`src/rtl/ple_pkg.sv`:
```
// Shared constants, codes and types for the positional list engine.
// Depends on nothing; every other file refers to it by scoped names.
`default_nettype none

package ple_pkg;

  // List geometry.
  localparam int unsigned Capacity = 16;
  localparam int unsigned IdxW     = $clog2(Capacity);
  localparam int unsigned CntW     = $clog2(Capacity + 1);
  localparam int unsigned PosW     = 5;
  localparam int unsigned DataW    = 32;
  localparam int unsigned StatW    = 3;
  localparam int unsigned FidxW    = 4;

  // Request codes.
  typedef enum logic [1:0] {
    ACT_INSERT   = 2'd0,
    ACT_DELETE   = 2'd1,
    ACT_TRAVERSE = 2'd2,
    ACT_SEARCH   = 2'd3
  } action_e;

  // Result status codes.
  typedef enum logic [StatW-1:0] {
    ST_OK      = 3'd0,
    ST_FULL    = 3'd1,
    ST_EMPTY   = 3'd2,
    ST_BADPOS  = 3'd3,
    ST_MISSING = 3'd4
  } status_e;

  // One result beat.
  typedef struct packed {
    status_e                  status;
    logic signed [DataW-1:0]  value;
    logic                     valid;
    logic [FidxW-1:0]         index;
    logic [CntW-1:0]          count;
    logic                     last;
  } result_t;

endpackage

`default_nettype wire

```
`src/rtl/positional_list_engine.sv`:
```
// Top level of the positional list engine: request sequencer, compare and
// index unit, result register. Depends on ple_pkg and ple_store.
//
//   channel  | signals                                   | handshake
//   ---------+-------------------------------------------+--------------------------
//   request  | action_i, item_value_i, position_i        | start & !busy
//   result   | status_o, element_value_o, element_valid_o,| result_valid_o, one cycle
//            | found_index_o, entry_count_o, last_result_o|
//
// Insert at the end, delete of the tail entry, traverse or search of an empty
// list, and every request that is refused move no stored entry and give their
// beat in the next cycle. Each entry that is moved, compared or emitted takes a
// read state, then a use state (SRead, then SExec), set by the single read port
// of the list memory with its registered data; an insert that shifts ends with
// a state that writes the new value (SPut). Reset clears the count and the
// sequencer; the list memory needs no clearing. The receiver cannot stall:
// each result beat is shown for exactly one cycle.
`default_nettype none

module positional_list_engine (
  input  wire logic                                 clk_i,
  input  wire logic                                 rst_ni,
  input  wire logic                                 start,
  output logic                                      busy,
  input  wire logic [1:0]                           action_i,
  input  wire logic signed [ple_pkg::DataW-1:0]     item_value_i,
  input  wire logic [ple_pkg::PosW-1:0]             position_i,
  output logic                                      result_valid_o,
  output logic [ple_pkg::StatW-1:0]                 status_o,
  output logic signed [ple_pkg::DataW-1:0]          element_value_o,
  output logic                                      element_valid_o,
  output logic [ple_pkg::FidxW-1:0]                 found_index_o,
  output logic [ple_pkg::CntW-1:0]                  entry_count_o,
  output logic                                      last_result_o
);

  localparam logic [1:0] SIdle = 2'd0;
  localparam logic [1:0] SRead = 2'd1;
  localparam logic [1:0] SExec = 2'd2;
  localparam logic [1:0] SPut  = 2'd3;

  localparam logic [ple_pkg::CntW-1:0] CapCnt = ple_pkg::CntW'(ple_pkg::Capacity);
  localparam logic [ple_pkg::CntW-1:0] OneCnt = ple_pkg::CntW'(1);

  logic [1:0]                         state_q, state_d;
  logic [ple_pkg::CntW-1:0]           count_q, count_d;
  logic [ple_pkg::IdxW-1:0]           idx_q, idx_d;
  ple_pkg::action_e                   act_q, act_d;
  logic signed [ple_pkg::DataW-1:0]   val_q, val_d;
  logic [ple_pkg::IdxW-1:0]           pos_q, pos_d;
  ple_pkg::result_t                   res_q, res_d;
  logic                               res_vld_q, res_vld_d;

  logic                               rd_en;
  logic                               wr_en;
  logic [ple_pkg::IdxW-1:0]           wr_addr;
  logic signed [ple_pkg::DataW-1:0]   wr_data;
  logic signed [ple_pkg::DataW-1:0]   rd_data;
  logic [ple_pkg::CntW-1:0]           idx_plus1;
  logic                               at_last;
  logic [ple_pkg::IdxW-1:0]           pos_idx;

  ple_store u_store (
    .clk_i   (clk_i),
    .we_i    (wr_en),
    .waddr_i (wr_addr),
    .wdata_i (wr_data),
    .re_i    (rd_en),
    .raddr_i (idx_q),
    .rdata_o (rd_data)
  );

  // Shared index unit: next index and end-of-list test.
  assign idx_plus1 = ple_pkg::CntW'(idx_q) + OneCnt;
  assign at_last   = (idx_plus1 == count_q);
  assign pos_idx   = pos_q;

  // Sequencer.
  always_comb begin
    state_d   = state_q;
    count_d   = count_q;
    idx_d     = idx_q;
    act_d     = act_q;
    val_d     = val_q;
    pos_d     = pos_q;
    res_d     = '0;
    res_vld_d = 1'b0;
    rd_en     = 1'b0;
    wr_en     = 1'b0;
    wr_addr   = idx_q;
    wr_data   = rd_data;
    res_d.last  = 1'b1;
    res_d.count = count_q;

    unique case (state_q)
      SIdle: begin
        if (start) begin
          act_d = ple_pkg::action_e'(action_i);
          val_d = item_value_i;
          pos_d = position_i[ple_pkg::IdxW-1:0];
          unique case (ple_pkg::action_e'(action_i))
            ple_pkg::ACT_INSERT: begin
              if (count_q >= CapCnt) begin
                res_d.status = ple_pkg::ST_FULL;
                res_vld_d    = 1'b1;
              end else if (ple_pkg::CntW'(position_i) > count_q) begin
                res_d.status = ple_pkg::ST_BADPOS;
                res_vld_d    = 1'b1;
              end else if (ple_pkg::CntW'(position_i) == count_q) begin
                // Append: no entries move.
                wr_en        = 1'b1;
                wr_addr      = position_i[ple_pkg::IdxW-1:0];
                wr_data      = item_value_i;
                count_d      = count_q + OneCnt;
                res_d.status = ple_pkg::ST_OK;
                res_d.count  = count_q + OneCnt;
                res_vld_d    = 1'b1;
              end else begin
                idx_d   = ple_pkg::IdxW'(count_q - OneCnt);
                state_d = SRead;
              end
            end
            ple_pkg::ACT_DELETE: begin
              if (count_q == '0) begin
                res_d.status = ple_pkg::ST_EMPTY;
                res_vld_d    = 1'b1;
              end else if (ple_pkg::CntW'(position_i) >= count_q) begin
                res_d.status = ple_pkg::ST_BADPOS;
                res_vld_d    = 1'b1;
              end else if (ple_pkg::CntW'(position_i) + OneCnt == count_q) begin
                // Removing the tail entry moves nothing.
                count_d      = count_q - OneCnt;
                res_d.status = ple_pkg::ST_OK;
                res_d.count  = count_q - OneCnt;
                res_vld_d    = 1'b1;
              end else begin
                idx_d   = position_i[ple_pkg::IdxW-1:0] + ple_pkg::IdxW'(1);
                state_d = SRead;
              end
            end
            ple_pkg::ACT_TRAVERSE: begin
              if (count_q == '0) begin
                res_d.status = ple_pkg::ST_OK;
                res_vld_d    = 1'b1;
              end else begin
                idx_d   = '0;
                state_d = SRead;
              end
            end
            ple_pkg::ACT_SEARCH: begin
              if (count_q == '0) begin
                res_d.status = ple_pkg::ST_MISSING;
                res_vld_d    = 1'b1;
              end else begin
                idx_d   = '0;
                state_d = SRead;
              end
            end
            default: ;
          endcase
        end
      end

      SRead: begin
        rd_en   = 1'b1;
        state_d = SExec;
      end

      SExec: begin
        unique case (act_q)
          ple_pkg::ACT_INSERT: begin
            // Move one entry up, walking down toward the insert position.
            wr_en   = 1'b1;
            wr_addr = idx_q + ple_pkg::IdxW'(1);
            if (idx_q == pos_idx) begin
              state_d = SPut;
            end else begin
              idx_d   = idx_q - ple_pkg::IdxW'(1);
              state_d = SRead;
            end
          end
          ple_pkg::ACT_DELETE: begin
            // Move one entry down, walking up toward the tail.
            wr_en   = 1'b1;
            wr_addr = idx_q - ple_pkg::IdxW'(1);
            if (at_last) begin
              count_d      = count_q - OneCnt;
              res_d.status = ple_pkg::ST_OK;
              res_d.count  = count_q - OneCnt;
              res_vld_d    = 1'b1;
              state_d      = SIdle;
            end else begin
              idx_d   = idx_plus1[ple_pkg::IdxW-1:0];
              state_d = SRead;
            end
          end
          ple_pkg::ACT_TRAVERSE: begin
            res_d.status = ple_pkg::ST_OK;
            res_d.value  = rd_data;
            res_d.valid  = 1'b1;
            res_d.last   = at_last;
            res_vld_d    = 1'b1;
            if (at_last) begin
              state_d = SIdle;
            end else begin
              idx_d   = idx_plus1[ple_pkg::IdxW-1:0];
              state_d = SRead;
            end
          end
          ple_pkg::ACT_SEARCH: begin
            if (rd_data == val_q) begin
              res_d.status = ple_pkg::ST_OK;
              res_d.index  = ple_pkg::FidxW'(idx_q);
              res_vld_d    = 1'b1;
              state_d      = SIdle;
            end else if (at_last) begin
              res_d.status = ple_pkg::ST_MISSING;
              res_vld_d    = 1'b1;
              state_d      = SIdle;
            end else begin
              idx_d   = idx_plus1[ple_pkg::IdxW-1:0];
              state_d = SRead;
            end
          end
          default: ;
        endcase
      end

      SPut: begin
        // Place the new value into the opened slot.
        wr_en        = 1'b1;
        wr_addr      = pos_idx;
        wr_data      = val_q;
        count_d      = count_q + OneCnt;
        res_d.status = ple_pkg::ST_OK;
        res_d.count  = count_q + OneCnt;
        res_vld_d    = 1'b1;
        state_d      = SIdle;
      end

      default: state_d = SIdle;
    endcase
  end

  // Control state.
  always_ff @(posedge clk_i or negedge rst_ni) begin
    if (!rst_ni) begin
      state_q   <= SIdle;
      count_q   <= '0;
      res_vld_q <= 1'b0;
    end else begin
      state_q   <= state_d;
      count_q   <= count_d;
      res_vld_q <= res_vld_d;
    end
  end

  // Request and result payload.
  always_ff @(posedge clk_i) begin
    idx_q <= idx_d;
    act_q <= act_d;
    val_q <= val_d;
    pos_q <= pos_d;
    res_q <= res_d;
  end

  assign busy            = (state_q != SIdle);
  assign result_valid_o  = res_vld_q;
  assign status_o        = res_q.status;
  assign element_value_o = res_q.value;
  assign element_valid_o = res_q.valid;
  assign found_index_o   = res_q.index;
  assign entry_count_o   = res_q.count;
  assign last_result_o   = res_q.last;

endmodule

`default_nettype wire

```
`src/rtl/ple_store.sv`:
```
// List entry storage: one write port and one read port with registered data.
// Depends on ple_pkg for the depth and widths.
`default_nettype none

module ple_store (
  input  wire logic                          clk_i,
  input  wire logic                          we_i,
  input  wire logic [ple_pkg::IdxW-1:0]      waddr_i,
  input  wire logic signed [ple_pkg::DataW-1:0] wdata_i,
  input  wire logic                          re_i,
  input  wire logic [ple_pkg::IdxW-1:0]      raddr_i,
  output logic signed [ple_pkg::DataW-1:0]   rdata_o
);

  logic signed [ple_pkg::DataW-1:0] mem_q [ple_pkg::Capacity];
  logic signed [ple_pkg::DataW-1:0] rdata_q;

  // Write port.
  always_ff @(posedge clk_i) begin
    if (we_i) begin
      mem_q[waddr_i] <= wdata_i;
    end
  end

  // Read port, data registered.
  always_ff @(posedge clk_i) begin
    if (re_i) begin
      rdata_q <= mem_q[raddr_i];
    end
  end

  assign rdata_o = rdata_q;

endmodule

`default_nettype wire
```
`config.mk`:
```
export PLATFORM = sky130hd
export DESIGN_NAME = positional_list_engine
export DESIGN_NICKNAME = d
export VERILOG_FILES = /design/src/rtl/ple_pkg.sv /design/src/rtl/positional_list_engine.sv /design/src/rtl/ple_store.sv
export SDC_FILE = /design/constraint.sdc
export NUM_CORES = 1
export LEC_CHECK = 0
export ABC_CLOCK_PERIOD_IN_PS = 6250
export BUFFER_PORTS_ARGS = -buffer_cell sky130_fd_sc_hd__buf_4
export CORE_AREA = 2 2 168 252
export CTS_BUF_LIST = sky130_fd_sc_hd__clkbuf_8
export DETAILED_ROUTE_END_ITERATION = 16
export DIE_AREA = 0 0 170 254
export GPL_ROUTABILITY_DRIVEN = 1
export PLACE_DENSITY = 0.77
export SLEW_MARGIN = 40
export SYNTH_ARGS = -nofsm -noshare
export SYNTH_HDL_FRONTEND = slang
export SYNTH_HIERARCHICAL = 1
export SYNTH_SLANG_ARGS = --single-unit
```
`constraint.sdc`:
```
create_clock -name clk_i -period 6.25 [get_ports clk_i]
set_input_delay 0.3125 -clock clk_i [delete_from_list [all_inputs] [get_ports clk_i]]
set_output_delay 0.3125 -clock clk_i [all_outputs]
set_load 0.03 [all_outputs]
```
==> reports/summary.md <==
• **clock input transition at the sequential cells of the worst setup and hold paths** 0.06 ns
• **insertion delay of the later-clocked pin in the worst-skew pair** 0.70 ns
• **result of the run** finished, final reports clean
• **Min Hold Slack** 0.124 ns
• **total wire length after detailed routing** 66.5 mm
• **Final HPWL DP** 44.6 mm
• **routed via count** 14,700
• **Bufs on Longest Clock Path** 3
• **setup repair after global routing missed its margin** false
• **Post-route DRC** 0
• **flops & latches, synth** 640
• **wire length of the first global-routing pass** 96.2 mm
• **Fmax** 221 MHz
• **kind of launch point of the worst setup path** flip-flop
• **number of antenna violations at the first check in global routing** 2
• **port buffer count** 89
• **final setup violation count** 0
• **Crit Path Max Fanout** 41
• **total clock sinks** 640
• **Mapped Nets** 1,492
• **transition time at the pin with the least slew margin** 0.877 ns
• **final critical-path setup slack** 1.72 ns
• **buffers inserted by post-CTS timing repair** 0
• **Routed WL per cell** 30.4 µm
• **final estimated routing congestion in global placement** 0.907
• **top cell type by total area after synthesis** sky130_fd_sc_hd__edfxtp_1
• **leakage** 10.3 nW
• **drt first pass iters** 9
• **worst setup timing slack at the placement stage** 1.86 ns
• **share of post-route cells with drive strength above 1** 25.0%
• **site row count** 91
• **Max Clock Skew** 0.0297 ns
• **number of enable-type register cells in the synthesized netlist** 586
• **placeable core region** 41,000 µm²
• **overall fraction of global-route tracks in use** 31.7%
• **CTS Hold Bufs** 40
• **sort of element at the end of the critical path** flip-flop
• **total of max-cap violations** 0
• **Tightest Hold Check Type** in -> reg
• **power density normalized to cell area** 538 nW/µm²
• **root buffer selected by CTS** sky130_fd_sc_hd__clkbuf_8
• **worst endpoint data arrival time** 4.90 ns
• **endpoint required time on the critical path** 6.63 ns
• **Post-Synthesis Cell Area** 25,800 µm²
• **CTS buffer count** 90
• **Post-Syn Area per Cell** 18.1 µm²
• **vias per cell** 6.72
• **number of nets with antenna violations after routing** 0
• **layout-stage area growth over the synthesis result** 15.1%
• **number of gates resized after CTS** 0
• **number of H-tree levels** 3
• **Die Width** 170 µm
• **setup TNS** 0 ns
• **GRT Residual Overflow** 0
• **Period minus WS final** 4.53 ns
• **number of hold violations in the final report** 0
• **die outline area** 43,200 µm²
• **path type of the worst setup path** reg -> reg
• **synth unique cells** 68
• **Layout Nets** 1,667
• **portion of synthesized cell area occupied by the leading cell type** 68.1%
• **share of synthesized registers carrying an async set or reset** 1.25%
• **die height** 254 µm
• **placement-stage cell area** 27,600 µm²
• **max-slew headroom at the worst pin** 41.4%
• **via count of the first global-routing pass** 14,900
• **# IOs** 90
• **Syn Inst Count** 1,431
• **pin count of the biggest net entering global routing** 137
• **share of the yosys chip area belonging to registers** 72.4%
• **cell types occupying the most area after synthesis** sky130_fd_sc_hd__edfxtp_1 (68%), sky130_fd_sc_hd__mux4_2 (11%), sky130_fd_sc_hd__dfxtp_1 (3.6%)
• **total non-filler cell area in the finished layout** 29,700 µm²
• **CTS tree** built
• **warnings from Yosys** 6
• **Overall Power** 0.0160 W
• **final-report max-slew violation count** 0
• **Initial Util** 63.1%
• **number of DRC markers in iteration 0** 1,948
• **fin crit share** 72.4%
• **flip-flop cell with the highest count after synthesis** sky130_fd_sc_hd__edfxtp_1
• **Max rail drop VDD** 316 µV
==> final cells by class <==
cell class / count / area (µm²)
Sequential cell: 640 / 18700
Fill cell: 2456 / 11200
Multi-Input combinational cell: 648 / 6700
Timing Repair Buffer: 172 / 1730
Clock buffer: 90 / 1240
Tap cell: 511 / 639
Clock inverter: 75 / 500
Inverter: 54 / 205
Antenna cell: 1 / 2.50
==> Yosys cell counts (all sizes together), types with 3 or more instances <==
cell type and number:
o21ai 23, ha 19, or2 3, mux2i 6
nor3 11, inv 54, xor2 37, o31ai 5
nor4 9, clkbuf 51, nor2 42, buf 38
a2111oi 3, nand4 6, nand2b 7, edfxtp 586
a221oi 7, nor3b 3, a21oi 19, and3 40
a311oi 3, a22o 32, o211ai 5, nand3 16
mux4 128, dfxtp 46, and2 7, nand3b 4
xnor2 15, nor2b 7, nand2 51, a22oi 65
a31oi 8, a222oi 32, dfrtp 8
==> cells in the final DEF, fill, tap and decap left out, types with 7 or more instances in the layout <==
| cell | count |
|---|---|
| sky130_fd_sc_hd__nand2b_1 | 7 |
| sky130_fd_sc_hd__mux4_2 | 128 |
| sky130_fd_sc_hd__nor2_4 | 14 |
| sky130_fd_sc_hd__a221oi_1 | 7 |
| sky130_fd_sc_hd__xor2_1 | 37 |
| sky130_fd_sc_hd__ha_1 | 15 |
| sky130_fd_sc_hd__clkinv_2 | 18 |
| sky130_fd_sc_hd__xnor2_1 | 14 |
| sky130_fd_sc_hd__nor4_1 | 9 |
| sky130_fd_sc_hd__dlygate4sd3_1 | 40 |
| sky130_fd_sc_hd__inv_1 | 84 |
| sky130_fd_sc_hd__a222oi_1 | 32 |
| sky130_fd_sc_hd__clkbuf_8 | 90 |
| sky130_fd_sc_hd__buf_16 | 9 |
| sky130_fd_sc_hd__nor2_1 | 28 |
| sky130_fd_sc_hd__a21oi_1 | 19 |
| sky130_fd_sc_hd__buf_8 | 18 |
| sky130_fd_sc_hd__and3_1 | 40 |
| sky130_fd_sc_hd__nand2_1 | 51 |
| sky130_fd_sc_hd__dfxtp_1 | 46 |
| sky130_fd_sc_hd__nand3_1 | 16 |
| sky130_fd_sc_hd__edfxtp_1 | 586 |
| sky130_fd_sc_hd__a31oi_1 | 8 |
| sky130_fd_sc_hd__dfrtp_1 | 8 |
| sky130_fd_sc_hd__a22oi_1 | 65 |
| sky130_fd_sc_hd__buf_4 | 100 |
| sky130_fd_sc_hd__o21ai_0 | 23 |
| sky130_fd_sc_hd__a22o_1 | 32 |
| sky130_fd_sc_hd__clkinv_1 | 13 |
==> sequential cells by signal, summed over array words and instances (netlist names) <==
signal,cells
status_o,3
element_value_o,32
u_store/mem_q,512
element_valid_o,1
found_index_o,4
entry_count_o,5
state_q,2
idx_q,4
result_valid_o,1
u_store/rdata_o,32
last_result_o,1
act_q,2
pos_idx,4
count_q,5
val_q,32
==> where the power goes <==
part	internal, W	total [W]	switching, W
Clock	0.00158	0.00315	0.00157
Combinational	0.00191	0.00590	0.00399
Sequential	0.00654	0.00695	0.000402
==> layer usage <==
layer	track usage [%]	routed length, µm	vias to the layer above
met5	0	0	-
met4	19.5	4610	0
met3	5.50	5270	203
met2	55.0	34800	888
met1	36.8	21900	7428
li1	-	-	6212
==> per-stage QoR <==
step | utilization (%) | cells
2_1_floorplan | - | 1431
3_3_place_gp | 66.0 | 1957
3_5_place_dp | 67.3 | 1984
4_1_cts | 72.5 | 2189
5_1_grt | 72.6 | 2191
6_report | 72.6 | 2191
==> worst max-delay path, cell delays in order, from the launching register on <==
cell	delay, ns
sky130_fd_sc_hd__dfrtp_1	0.71
sky130_fd_sc_hd__inv_1	0.17
sky130_fd_sc_hd__ha_1	0.35
sky130_fd_sc_hd__and3_1	0.24
sky130_fd_sc_hd__nand4_1	0.11
sky130_fd_sc_hd__buf_4	0.46
sky130_fd_sc_hd__o21ai_0	0.16
sky130_fd_sc_hd__a21oi_1	0.63
sky130_fd_sc_hd__nand2b_1	0.45
sky130_fd_sc_hd__nor2_4	0.63
sky130_fd_sc_hd__buf_8	0.27
==> logic make-up after synthesis <==
kind of cell	share of synthesized area (%)
DFF	72.4
AOI/OAI and AO/OA	6.89
and+or+nand+nor	4.26
buffers and inverters	2.29
muxes	11.4
xor gates and xnor gates	1.79
adders and majority gates	0.920
==> path summary, 6_finish.rpt <==
| kind | slack, ns | startpoint | to | cells after the start |
|---|---|---|---|---|
| max in group asynchronous | 5.19 | rst_ni | count_q[2] | 3 |
| min | 0.12 | start | status_o[0] | 3 |
| max | 1.72 | count_q[4] | u_store/mem_q[13][14] | 10 |
| min in group asynchronous | 0.70 | rst_ni | count_q[0] | 3 |
| min reg2reg | 0.56 | state_q[1] | state_q[1] | 1 |
| max reg2reg | 1.72 | count_q[4] | u_store/mem_q[13][14] | 10 |
Power figures use the tool's default switching activity.
